==> config.mk <==
export PLATFORM = sky130hd
export DESIGN_NAME = encoder_pd_position_drive
export DESIGN_NICKNAME = d
export VERILOG_FILES = /design/src/epd_pkg.sv /design/src/encoder_pd_position_drive.sv /design/src/epd_serial_mul.sv /design/src/epd_counter.sv
export SDC_FILE = /design/constraint.sdc
export NUM_CORES = 2
export LEC_CHECK = 0
export BUFFER_PORTS_ARGS = -buffer_cell sky130_fd_sc_hd__buf_4
export CAP_MARGIN = 5
export CORE_MARGIN = 4
export CORE_UTILIZATION = 40
export CTS_CLUSTER_SIZE = 16
export DETAILED_ROUTE_END_ITERATION = 8
export PLACE_DENSITY = 0.62
export SETUP_SLACK_MARGIN = 0.15
export SLEW_MARGIN = 15
export SYNTH_ARGS = -nofsm -noshare
export SYNTH_HDL_FRONTEND = slang
export SYNTH_SLANG_ARGS = --single-unit
==> constraint.sdc <==
create_clock -name clk -period 8.2 [get_ports clk]
set_clock_uncertainty 0.2 [all_clocks]
set_input_delay 0.41 -clock clk [delete_from_list [all_inputs] [get_ports clk]]
set_output_delay 0.41 -clock clk [all_outputs]
set_load 0.03 [all_outputs]
==> src/epd_pkg.sv <==
// Shared types and constants for the encoder PD position drive.
// Depends on nothing; used by encoder_pd_position_drive and epd_serial_mul.
package epd_pkg;

  localparam int MUL_A_W = 48;
  localparam int MUL_B_W = 18;
  localparam int MUL_P_W = 60;

  localparam logic [1:0] CMD_EDGE   = 2'd0;
  localparam logic [1:0] CMD_TICK   = 2'd1;
  localparam logic [1:0] CMD_TARGET = 2'd2;

  localparam logic [2:0] CFG_RAD_PER_COUNT = 3'd0;
  localparam logic [2:0] CFG_WINDER_RADIUS = 3'd1;
  localparam logic [2:0] CFG_PROP_GAIN     = 3'd2;
  localparam logic [2:0] CFG_DERIV_GAIN    = 3'd3;
  localparam logic [2:0] CFG_UPPER_LIMIT   = 3'd4;
  localparam logic [2:0] CFG_LOWER_LIMIT   = 3'd5;
  localparam logic [2:0] CFG_DEADBAND      = 3'd6;

  localparam logic [17:0]        RST_RAD_PER_COUNT = 18'd68629;
  localparam logic [11:0]        RST_WINDER_RADIUS = 12'd1152;
  localparam logic [15:0]        RST_PROP_GAIN     = 16'd1000;
  localparam logic [15:0]        RST_DERIV_GAIN    = 16'd0;
  localparam logic signed [15:0] RST_UPPER_LIMIT   = 16'sd5632;
  localparam logic signed [15:0] RST_LOWER_LIMIT   = -16'sd3072;
  localparam logic [7:0]         RST_DEADBAND      = 8'd25;

  typedef struct packed {
    logic [1:0]         command;
    logic               pin_a;
    logic               pin_b;
    logic signed [15:0] target;
  } item_t;

  typedef struct packed {
    logic [7:0]         drive_level;
    logic               direction;
    logic signed [23:0] encoder_count;
    logic signed [47:0] angle;
    logic signed [39:0] position;
  } result_t;

  typedef struct packed {
    logic start;
    logic accumulate;
  } mul_ctl_t;

endpackage

==> src/encoder_pd_position_drive.sv <==
// Encoder PD position drive: one transaction at a time, result held in an output register.
// Edge, set-target and unused commands go from IDLE straight to DONE; the result register
// loads from DONE once the output is not stalled. Control tick: serial multiplies for angle,
// position and proportional term, then the derivative term accumulated, then FINISH, DONE.
// The next transaction is taken the cycle after the result register loads.
// Sync reset loads register defaults and clears count, angle, position, setpoint, error, drive.
module encoder_pd_position_drive #(
  parameter int COUNT_BITS = 24
) (
  input  logic               clk,
  input  logic               rst,
  input  logic               item_valid,
  output logic               item_stall,
  input  epd_pkg::item_t     item,
  output logic               result_valid,
  input  logic               result_stall,
  output epd_pkg::result_t   result,
  input  logic               cfg_we,
  input  logic [2:0]         cfg_index,
  input  logic [17:0]        cfg_data
);

  typedef enum logic [3:0] {
    IDLE, M_ANGLE, W_ANGLE, M_POS, W_POS, M_PROP, W_PROP,
    M_DERIV, W_DERIV, FINISH, DONE
  } state_t;

  state_t state;

  logic [17:0]        rad_per_count;
  logic [11:0]        winder_radius;
  logic [15:0]        prop_gain;
  logic [15:0]        deriv_gain;
  logic signed [15:0] upper_limit;
  logic signed [15:0] lower_limit;
  logic [7:0]         deadband;

  logic signed [47:0] angle_reg;
  logic signed [39:0] position_reg;
  logic signed [15:0] setpoint;
  logic signed [40:0] previous_error;
  logic signed [40:0] error_reg;
  logic [7:0]         drive_reg;
  logic               direction_reg;

  logic                                     accept;
  logic signed [COUNT_BITS-1:0]             count;
  logic signed [47:0]                       count_ext;
  epd_pkg::mul_ctl_t                        mul_ctl;
  logic signed [epd_pkg::MUL_A_W-1:0]       mul_a;
  logic        [epd_pkg::MUL_B_W-1:0]       mul_b;
  logic                                     mul_busy;
  logic signed [epd_pkg::MUL_P_W-1:0]       prod;
  logic signed [47:0]                       angle_sat;
  logic signed [39:0]                       pos_sat;
  logic signed [40:0]                       error_next;
  logic signed [41:0]                       diff;
  logic [epd_pkg::MUL_P_W-1:0]              mag;
  logic [7:0]                               level;
  logic                                     outside;
  logic signed [15:0]                       target_clamped;

  assign accept     = item_valid && !item_stall;
  assign item_stall = (state != IDLE);

  epd_counter #(.COUNT_BITS(COUNT_BITS)) u_counter (
    .clk   (clk),
    .rst   (rst),
    .step  (accept && item.command == epd_pkg::CMD_EDGE),
    .up    (item.pin_a != item.pin_b),
    .count (count)
  );

  assign count_ext = {{(48-COUNT_BITS){count[COUNT_BITS-1]}}, count};

  always_comb begin
    if (item.target < lower_limit) begin
      target_clamped = lower_limit;
    end else if (item.target > upper_limit) begin
      target_clamped = upper_limit;
    end else begin
      target_clamped = item.target;
    end
  end

  always_comb begin
    if ((&prod[59:47]) || !(|prod[59:47])) begin
      angle_sat = prod[47:0];
    end else begin
      angle_sat = prod[59] ? {1'b1, 47'd0} : {1'b0, {47{1'b1}}};
    end
    if ((&prod[59:55]) || !(|prod[59:55])) begin
      pos_sat = prod[55:16];
    end else begin
      pos_sat = prod[59] ? {1'b1, 39'd0} : {1'b0, {39{1'b1}}};
    end
  end

  assign error_next = $signed({{25{setpoint[15]}}, setpoint}) - $signed({position_reg[39], position_reg});
  assign diff = $signed({error_reg[40], error_reg}) - $signed({previous_error[40], previous_error});
  assign mag   = prod[59] ? (~prod + 60'd1) : prod;
  assign level = (|mag[59:16]) ? 8'hFF : mag[15:8];
  assign outside = (position_reg > upper_limit) || (position_reg < lower_limit);

  always_comb begin
    mul_ctl = '0;
    mul_a   = '0;
    mul_b   = '0;
    case (state)
      M_ANGLE: begin
        mul_ctl.start = 1'b1;
        mul_a = count_ext;
        mul_b = rad_per_count;
      end
      M_POS: begin
        mul_ctl.start = 1'b1;
        mul_a = angle_reg;
        mul_b = {6'd0, winder_radius};
      end
      M_PROP: begin
        mul_ctl.start = 1'b1;
        mul_a = {{7{error_next[40]}}, error_next};
        mul_b = {2'd0, prop_gain};
      end
      M_DERIV: begin
        mul_ctl.start = 1'b1;
        mul_ctl.accumulate = 1'b1;
        mul_a = {{6{diff[41]}}, diff};
        mul_b = {2'd0, deriv_gain};
      end
      default: begin
      end
    endcase
  end

  epd_serial_mul u_mul (
    .clk     (clk),
    .rst     (rst),
    .ctl     (mul_ctl),
    .a       (mul_a),
    .b       (mul_b),
    .busy    (mul_busy),
    .product (prod)
  );

  always_ff @(posedge clk) begin
    if (rst) begin
      rad_per_count <= epd_pkg::RST_RAD_PER_COUNT;
      winder_radius <= epd_pkg::RST_WINDER_RADIUS;
      prop_gain     <= epd_pkg::RST_PROP_GAIN;
      deriv_gain    <= epd_pkg::RST_DERIV_GAIN;
      upper_limit   <= epd_pkg::RST_UPPER_LIMIT;
      lower_limit   <= epd_pkg::RST_LOWER_LIMIT;
      deadband      <= epd_pkg::RST_DEADBAND;
    end else if (cfg_we) begin
      case (cfg_index)
        epd_pkg::CFG_RAD_PER_COUNT: rad_per_count <= cfg_data;
        epd_pkg::CFG_WINDER_RADIUS: winder_radius <= cfg_data[11:0];
        epd_pkg::CFG_PROP_GAIN:     prop_gain     <= cfg_data[15:0];
        epd_pkg::CFG_DERIV_GAIN:    deriv_gain    <= cfg_data[15:0];
        epd_pkg::CFG_UPPER_LIMIT:   upper_limit   <= cfg_data[15:0];
        epd_pkg::CFG_LOWER_LIMIT:   lower_limit   <= cfg_data[15:0];
        epd_pkg::CFG_DEADBAND:      deadband      <= cfg_data[7:0];
        default: begin
        end
      endcase
    end
  end

  always_ff @(posedge clk) begin
    if (rst) begin
      state          <= IDLE;
      angle_reg      <= '0;
      position_reg   <= '0;
      setpoint       <= '0;
      previous_error <= '0;
      error_reg      <= '0;
      drive_reg      <= '0;
      direction_reg  <= 1'b0;
      result_valid   <= 1'b0;
      result         <= '0;
    end else begin
      if (state == DONE && (!result_valid || !result_stall)) begin
        result_valid <= 1'b1;
      end else if (result_valid && !result_stall) begin
        result_valid <= 1'b0;
      end
      case (state)
        IDLE: begin
          if (item_valid) begin
            if (item.command == epd_pkg::CMD_TICK) begin
              state <= M_ANGLE;
            end else begin
              if (item.command == epd_pkg::CMD_TARGET) setpoint <= target_clamped;
              state <= DONE;
            end
          end
        end
        M_ANGLE: state <= W_ANGLE;
        W_ANGLE: begin
          if (!mul_busy) begin
            angle_reg <= angle_sat;
            state <= M_POS;
          end
        end
        M_POS: state <= W_POS;
        W_POS: begin
          if (!mul_busy) begin
            position_reg <= pos_sat;
            state <= M_PROP;
          end
        end
        M_PROP: begin
          error_reg <= error_next;
          state <= W_PROP;
        end
        W_PROP: begin
          if (!mul_busy) state <= M_DERIV;
        end
        M_DERIV: state <= W_DERIV;
        W_DERIV: begin
          if (!mul_busy) state <= FINISH;
        end
        FINISH: begin
          if (outside) begin
            drive_reg <= '0;
          end else begin
            drive_reg <= (level > deadband) ? level : 8'd0;
            direction_reg <= prod[59];
          end
          previous_error <= error_reg;
          state <= DONE;
        end
        DONE: begin
          if (!result_valid || !result_stall) begin
            result.drive_level   <= drive_reg;
            result.direction     <= direction_reg;
            result.encoder_count <= count_ext[23:0];
            result.angle         <= angle_reg;
            result.position      <= position_reg;
            state <= IDLE;
          end
        end
        default: state <= IDLE;
      endcase
    end
  end

  a_busy_in_wait: assert property (@(posedge clk) disable iff (rst)
    mul_busy |-> (state == W_ANGLE || state == W_POS || state == W_PROP || state == W_DERIV))
    else $error("multiplier busy outside a wait state");
  a_accept_leaves_idle: assert property (@(posedge clk) disable iff (rst)
    accept |=> (state == M_ANGLE || state == DONE))
    else $error("accepted transaction did not start");
  a_result_loaded: assert property (@(posedge clk) disable iff (rst)
    state == DONE && (!result_valid || !result_stall) |=> result_valid && state == IDLE)
    else $error("finished transaction not delivered");
  a_outside_hold: assert property (@(posedge clk) disable iff (rst)
    state == FINISH && outside |=> drive_reg == 8'd0 && $stable(direction_reg))
    else $error("drive not cut outside limits");

endmodule

==> src/epd_serial_mul.sv <==
// Bit-serial shift-add multiplier: signed multiplicand, unsigned multiplier,
// one multiplier bit per cycle, optional accumulation. Uses epd_pkg.
module epd_serial_mul (
  input  logic                                 clk,
  input  logic                                 rst,
  input  epd_pkg::mul_ctl_t                    ctl,
  input  logic signed [epd_pkg::MUL_A_W-1:0]   a,
  input  logic        [epd_pkg::MUL_B_W-1:0]   b,
  output logic                                 busy,
  output logic signed [epd_pkg::MUL_P_W-1:0]   product
);

  logic [epd_pkg::MUL_P_W-1:0] areg;
  logic [epd_pkg::MUL_B_W-1:0] breg;
  logic [epd_pkg::MUL_P_W-1:0] acc;

  always_ff @(posedge clk) begin
    if (rst) begin
      busy <= 1'b0;
    end else if (ctl.start) begin
      busy <= 1'b1;
    end else if (busy) begin
      busy <= |breg[epd_pkg::MUL_B_W-1:1];
    end
  end

  always_ff @(posedge clk) begin
    if (ctl.start) begin
      areg <= {{(epd_pkg::MUL_P_W - epd_pkg::MUL_A_W){a[epd_pkg::MUL_A_W-1]}}, a};
      breg <= b;
      if (!ctl.accumulate) begin
        acc <= '0;
      end
    end else if (busy) begin
      if (breg[0]) begin
        acc <= acc + areg;
      end
      areg <= {areg[epd_pkg::MUL_P_W-2:0], 1'b0};
      breg <= {1'b0, breg[epd_pkg::MUL_B_W-1:1]};
    end
  end

  assign product = $signed(acc);

  a_start_busy: assert property (@(posedge clk) disable iff (rst) ctl.start |=> busy)
    else $error("multiplier did not go busy after start");
  a_stop_empty: assert property (@(posedge clk) disable iff (rst)
    busy && !ctl.start && breg[epd_pkg::MUL_B_W-1:1] == '0 |=> !busy)
    else $error("multiplier ran past its last bit");

endmodule

==> src/epd_counter.sv <==
// Saturating signed up/down counter for quadrature encoder edges.
// Standalone; no package dependencies.
module epd_counter #(
  parameter int COUNT_BITS = 24
) (
  input  logic                         clk,
  input  logic                         rst,
  input  logic                         step,
  input  logic                         up,
  output logic signed [COUNT_BITS-1:0] count
);

  localparam logic [COUNT_BITS-1:0] CMAX = {1'b0, {(COUNT_BITS-1){1'b1}}};
  localparam logic [COUNT_BITS-1:0] CMIN = {1'b1, {(COUNT_BITS-1){1'b0}}};
  localparam logic [COUNT_BITS-1:0] ONE  = {{(COUNT_BITS-1){1'b0}}, 1'b1};

  always_ff @(posedge clk) begin
    if (rst) begin
      count <= '0;
    end else if (step) begin
      if (up) begin
        if (count != CMAX) count <= count + ONE;
      end else begin
        if (count != CMIN) count <= count - ONE;
      end
    end
  end

endmodule

Word-level counts from Yosys, hierarchy flattened:

Index checks and enable logic that the tools add are counted.

* register bits after elaboration: 586
* output and inout port bits: 123
* word-level logic and storage cells: 150

* add/subtract/negate cells: 6
* order comparisons: 5
* eq/ne operators: 29
* multiplexer cells: 37
* bitwise logic cells: 4
* reduce and logical (&&, ||, !) cells: 43

Operator list (number)
* 2-to-1 mux 60 bit: 7
* case mux 48 bit (4 select lines): 1
* 2-to-1 mux 48 bit: 2
* 2-to-1 mux 40 bit: 2
* 2-to-1 mux 24 bit: 3
* case mux 18 bit (4 select lines): 1
* adder 60 x 1 -> 60 bit (second input constant): 1
* adder 60 bit: 1
* inverter 60 bit: 1
* case mux 4 bit (11 select lines): 1
* OR reduction 44 bit: 1
* subtractor 41 x 41 -> 42 bit: 1
* subtractor 16 x 40 -> 41 bit: 1
* greater-than comparator 40 x 16 -> 1 bit: 1
* < comparator 40 x 16 -> 1 bit: 1
* 2-to-1 mux 18 bit: 2
* 2-to-1 mux 16 bit: 2
* 2-to-1 mux 4 bit: 7
* adder 24 x 1 -> 24 bit (second input constant): 1
* 2-to-1 mux 8 bit: 3
* inequality test 24 x 23 -> 1 bit (second input constant): 1
* inequality test 24 bit (second input constant): 1
* subtractor 24 x 1 -> 24 bit (second input constant): 1
* AND reduction 2 bit: 11
* 34 further kinds: 70

Logic depth before layout (Yosys ltp):

* depth in word-level cells: 8
* mapped depth: 21

Cells and area by module:

Synthesis repeated with hierarchy kept, for this count alone.

* cells, all modules: 4571
* area total of the unflattened synthesis: 36961.7 sq um

Modules (own cells, without submodules)
* encoder_pd_position_drive: instances 1, cells each 3414, area each 25476.9 sq um, sequential area each 8468.1 sq um
* epd_serial_mul: instances 1, cells each 852, area each 9064.9 sq um, sequential area each 4164.0 sq um
* epd_counter: instances 1, cells each 305, area each 2419.8 sq um, sequential area each 480.5 sq um

Least setup slack after synthesis:

Ideal clock, no wire load.

* path kind: register to register
* start point: reg u_mul.acc (netlist bit u_mul.product[19])
* end point: reg drive_reg[0]
* setup time: 63 ps
* arrival: 5470 ps
* data required time: 7937 ps
* setup slack: 2467 ps
* cell stages (with the launch flop): 20
* path buffers: 1
* period minus slack after synthesis: 5733 ps
* path through: edfxtp_1 or4_4 or4_1 or4_1 buf_2 or3_1 a31o_2 a2111oi_2 nand4_1 nor4_4 nand2_1 ha_1 nor2b_1 o21ai_0 nand2b_1 a21oi_1 nor2_1 a211oi_1 nor4_1 a22o_1

* cells in the longest elaborated chain, start to end: 8

Ends and longest elaborated chain
* from (decl): line epd_serial_mul.sv:15 `logic [epd_pkg::MUL_P_W-1:0] acc;`
* from (signal assigned): line epd_serial_mul.sv:36 `acc <= acc + areg;`
* inverter 60 bit: line encoder_pd_position_drive.sv:101 `assign mag = prod[59] ? (~prod + 60'd1) : prod;`
* adder 60 x 1 -> 60 bit: line encoder_pd_position_drive.sv:101
* 2-to-1 mux 60 bit (*): line encoder_pd_position_drive.sv:101
* OR reduction 44 bit (*): line encoder_pd_position_drive.sv:102 `assign level = (|mag[59:16]) ? 8'hFF : mag[15:8];`
* 2-to-1 mux 8 bit (*): line encoder_pd_position_drive.sv:102
* greater-than comparator 8 bit: line encoder_pd_position_drive.sv:228 `drive_reg <= (level > deadband) ? level : 8'd0;`
* 2-to-1 mux 8 bit (*): line encoder_pd_position_drive.sv:228
* 2-to-1 mux 8 bit (*): line encoder_pd_position_drive.sv:225 `if (outside) begin`
* to (signal assigned): line encoder_pd_position_drive.sv:228
* to (decl): line encoder_pd_position_drive.sv:43 `logic [7:0] drive_reg;`

Every way passes the cells marked *; elsewhere a longest branch is shown, timed or not.
A chain may end at the register's enable or synchronous reset.

Worst setup path after layout:

* start point: reg u_mul.acc (netlist bit u_mul.product[19])
* end point: reg drive_reg[7]

The elaborated chain is that of the path after synthesis.

==> impl_metrics.yaml <==
die:
  ios: 169
  die_h_um: 306.1
  dieArea_sq_mm: 0.09372
  initial_core_util_pct: 40.29
  rows: 109
  core_sq_mm: 0.08824
  dieWidth_um: 306.1
critical_path:
  r2r_slack_ps: 1770
  cp.arrival_ps: 6760
  cp-end-kind: "flop"
  cp.required_ps: 8520
  start_kind: "flop"
  cp_max_fo: 10
  criticalPathCategory: "flop to flop"
drt:
  drc: 0
  antenna_left: 0
  wl_per_cell_um: 21.41
  num_vias: 32983
  drtPass1Iterations: 8
  routed_wl_um: 121900
  drt-initial-drc-count: 2859
  via_per_inst: 5.796
sta:
  period_needed_ps: 6432
  setup_viol: 0
  worst-slew-pin-transition_ps: 1147
  maxSlewViolCount: 0
  fin_crit_sh_pct: 78.44
  finalHoldViolCount: 0
  clock.fmax_mhz: 155.5
  setup_tns_ps: 0
  rsz0062_at_grt: "no"
  slew_headroom_pct: 23.25
power_and_ir_drop:
  irDropWorstVdd_mv: 0.2022
  switchingPower_w: 0.005950
  power_leakage_nw: 15.96
  pwr-share-comb_pct: 43.0
  switching_share_pct: 42.30
  power.density_mw_per_mm2: 348.3
  clockPowerShare_pct: 23.4
  seq_power_share_pct: 33.6
  intPower_w: 0.008115
placed_design:
  dp_hpwl_um: 86690
  port_buffers: 168
  gp_congestion: 0.9495
  dp.cells: 5541
cts:
  htree_num_levels: 3
  clk_pin_slew_ps: 60
  cts_tree: "yes"
  cts_resized: 0
  clk_latency_ps: 640
  clock_path_buffers: 3
  clock-root-buffer: "clkbuf_16"
  cts_sinks: 586
  cts_buffers: 71
  postCtsSetupBuffers: 0
logic_synthesis:
  synth_top_area_cell: "dfxtp_1"
  synth_warnings: 0
  postSynthNetCount: 4755
  syn_area_sq_mm: 0.03555
  yosysSeqAreaShare_pct: 36.88
  synth_area_leaders: "dfxtp_1 25%, edfxtp_1 12%, ha_1 9.9%"
  avgSynthCellArea_sq_um: 8.035
  ys_async_sr_fraction_pct: 0
  synth.distinct_cells: 74
  synth_edf_count: 138
  ys_ff_latch: 586
  yosys-top-cells-count: "789 x nand2_1, 537 x a21oi_1, 448 x dfxtp_1"
  syn_inst: 4425
  yosysMostFrequentCell: "nand2_1"
  synth_top_cell_area_share_pct: 25.23
  ys.flop_type: "dfxtp_1"
cells_and_area:
  drive_above_1_share_pct: 8.374
  multiInputGateArea_sq_mm: 0.02093
  nNetsFinal: 4799
  largest_register_ffs: 121
  num_antenna_cells: 0
  stdcell_count: 5691
  ff_latch_area_sq_mm: 0.01311
  areaGrowthSynthToFinish_pct: 13.57
  top_register: "result"
  fillers: 8662
status:
  status: "finished, final reports clean"
global_route:
  grt_antenna_before_repair: 3
  grt_max_degree: 171
  grt_pass1_wl_um: 184900
  grt-ovfl-total: 0
  gr-usage-all-layers_pct: 24.94
  grt_pass1_vias: 30837
min_path:
  min_path_type: "primary input to flop"
run:
  drv_cap: 0
==> layout make-up <==
class	instances	share of cell area, %
clock buffer	101	5.082
clock inverter	29	0.9234
inverter	173	1.608
multi-input combinational	3407	51.84
sequential	586	32.48
tap	1165	3.610
timing repair buffer	230	4.462
==> metrics by stage <==
step	util (%)	worst slack (ps)	total power (W)	hold WS, ps	area [sq um]
floorplan	-	2467	0.008858	225.1	35550
global placement	42.78	1823	0.01062	241.2	37750
detailed placement	42.78	1881	0.01065	246.8	37750
CTS	45.74	1848	0.01401	3.802	40360
global route	45.76	1503	0.01493	35.63	40380
finish	45.76	1768	0.01406	35.99	40380
==> power by group through the flow <==
stage	clock, W	sequential (W)	combinational, W
final	0.00330	0.00472	0.00605
after global routing	0.00348	0.00477	0.00668
after CTS	0.00336	0.00469	0.00596
after detailed placement	0	0.00474	0.00591
after global placement	0	0.00473	0.00589
after floorplan	0	0.00429	0.00457
==> cell families (layout without fill, tap and decap cells) <==
| logic type | count (synthesis) | count (layout) | share of synthesized area (%) |
|---|---|---|---|
| fa+ha+maj | 284 | 284 | 10.08 |
| mux | 22 | 22 | 0.6299 |
| simple gates | 1679 | 1679 | 21.26 |
| buf+inv | 432 | 533 | 4.564 |
| xor+xnor | 128 | 128 | 3.153 |
| flops | 586 | 586 | 36.88 |
| compound gates | 1294 | 1294 | 23.43 |
==> cell usage in the layout, fill, tap and decap left out, drive strengths merged, types with 17 or more instances in the layout <==
master	count
o21bai	28
edfxtp	138
buf	211
or3	25
ha	280
a311oi	53
a221oi	45
nand2b	79
a22oi	29
dfxtp	448
nor3	99
o2111a	17
nor2b	37
nand4	58
inv	178
dlygate4sd3	19
a211oi	32
o21a	32
mux2i	19
a21oi	537
nand2	789
xor2	69
nand3	64
or2	17
clkbuf	101
xnor2	59
nand3b	32
o21ai	125
o211ai	21
a21o	156
and3	24
and2	20
o31ai	41
a31oi	59
nor2	360
nor4	33
==> per-layer routing <==
| layer | vias to the layer above | share of wire (%) | global-route usage, % |
|---|---|---|---|
| met5 | - | 0.10 | 0.8595 |
| met4 | 4 | 3.0 | 7.631 |
| met3 | 177 | 8.5 | 5.692 |
| met2 | 1187 | 43 | 37.54 |
| met1 | 15631 | 46 | 35.49 |
| li1 | 15984 | - | - |
==> worst max-delay path, stage by stage, from the launching register on <==
cell      delay, ps
edfxtp_1        530
or4_4           610
or4_1           560
or4_1           740
nor2_1          300
nor2_1           80
o32a_1          300
or4_1           600
nor4_4          640
nand2_1         170
ha_1            330
nor2b_1         130
o21ai_0         130
nand2b_1         80
a21oi_1         150
nor2_1           50
a211oi_1        240
nor4_1           90
buf_4           210
a22o_1          180
==> repair_timing <==
item,CTS,global route
hold buffers,19,0
setup endpoints to repair,0,0
hold endpoints to repair,103,0
==> worst paths after layout <==
path / startpoint / endpoint / cells past startpoint
worst min-delay path: item[10] / setpoint[10] / 4
worst min register to register: result[65] / result[65] / 2
worst max-delay path: u_mul.product[19] / drive_reg[7] / 19
worst max register to register: u_mul.product[19] / drive_reg[7] / 19
Power figures use the tool's default switching activity.
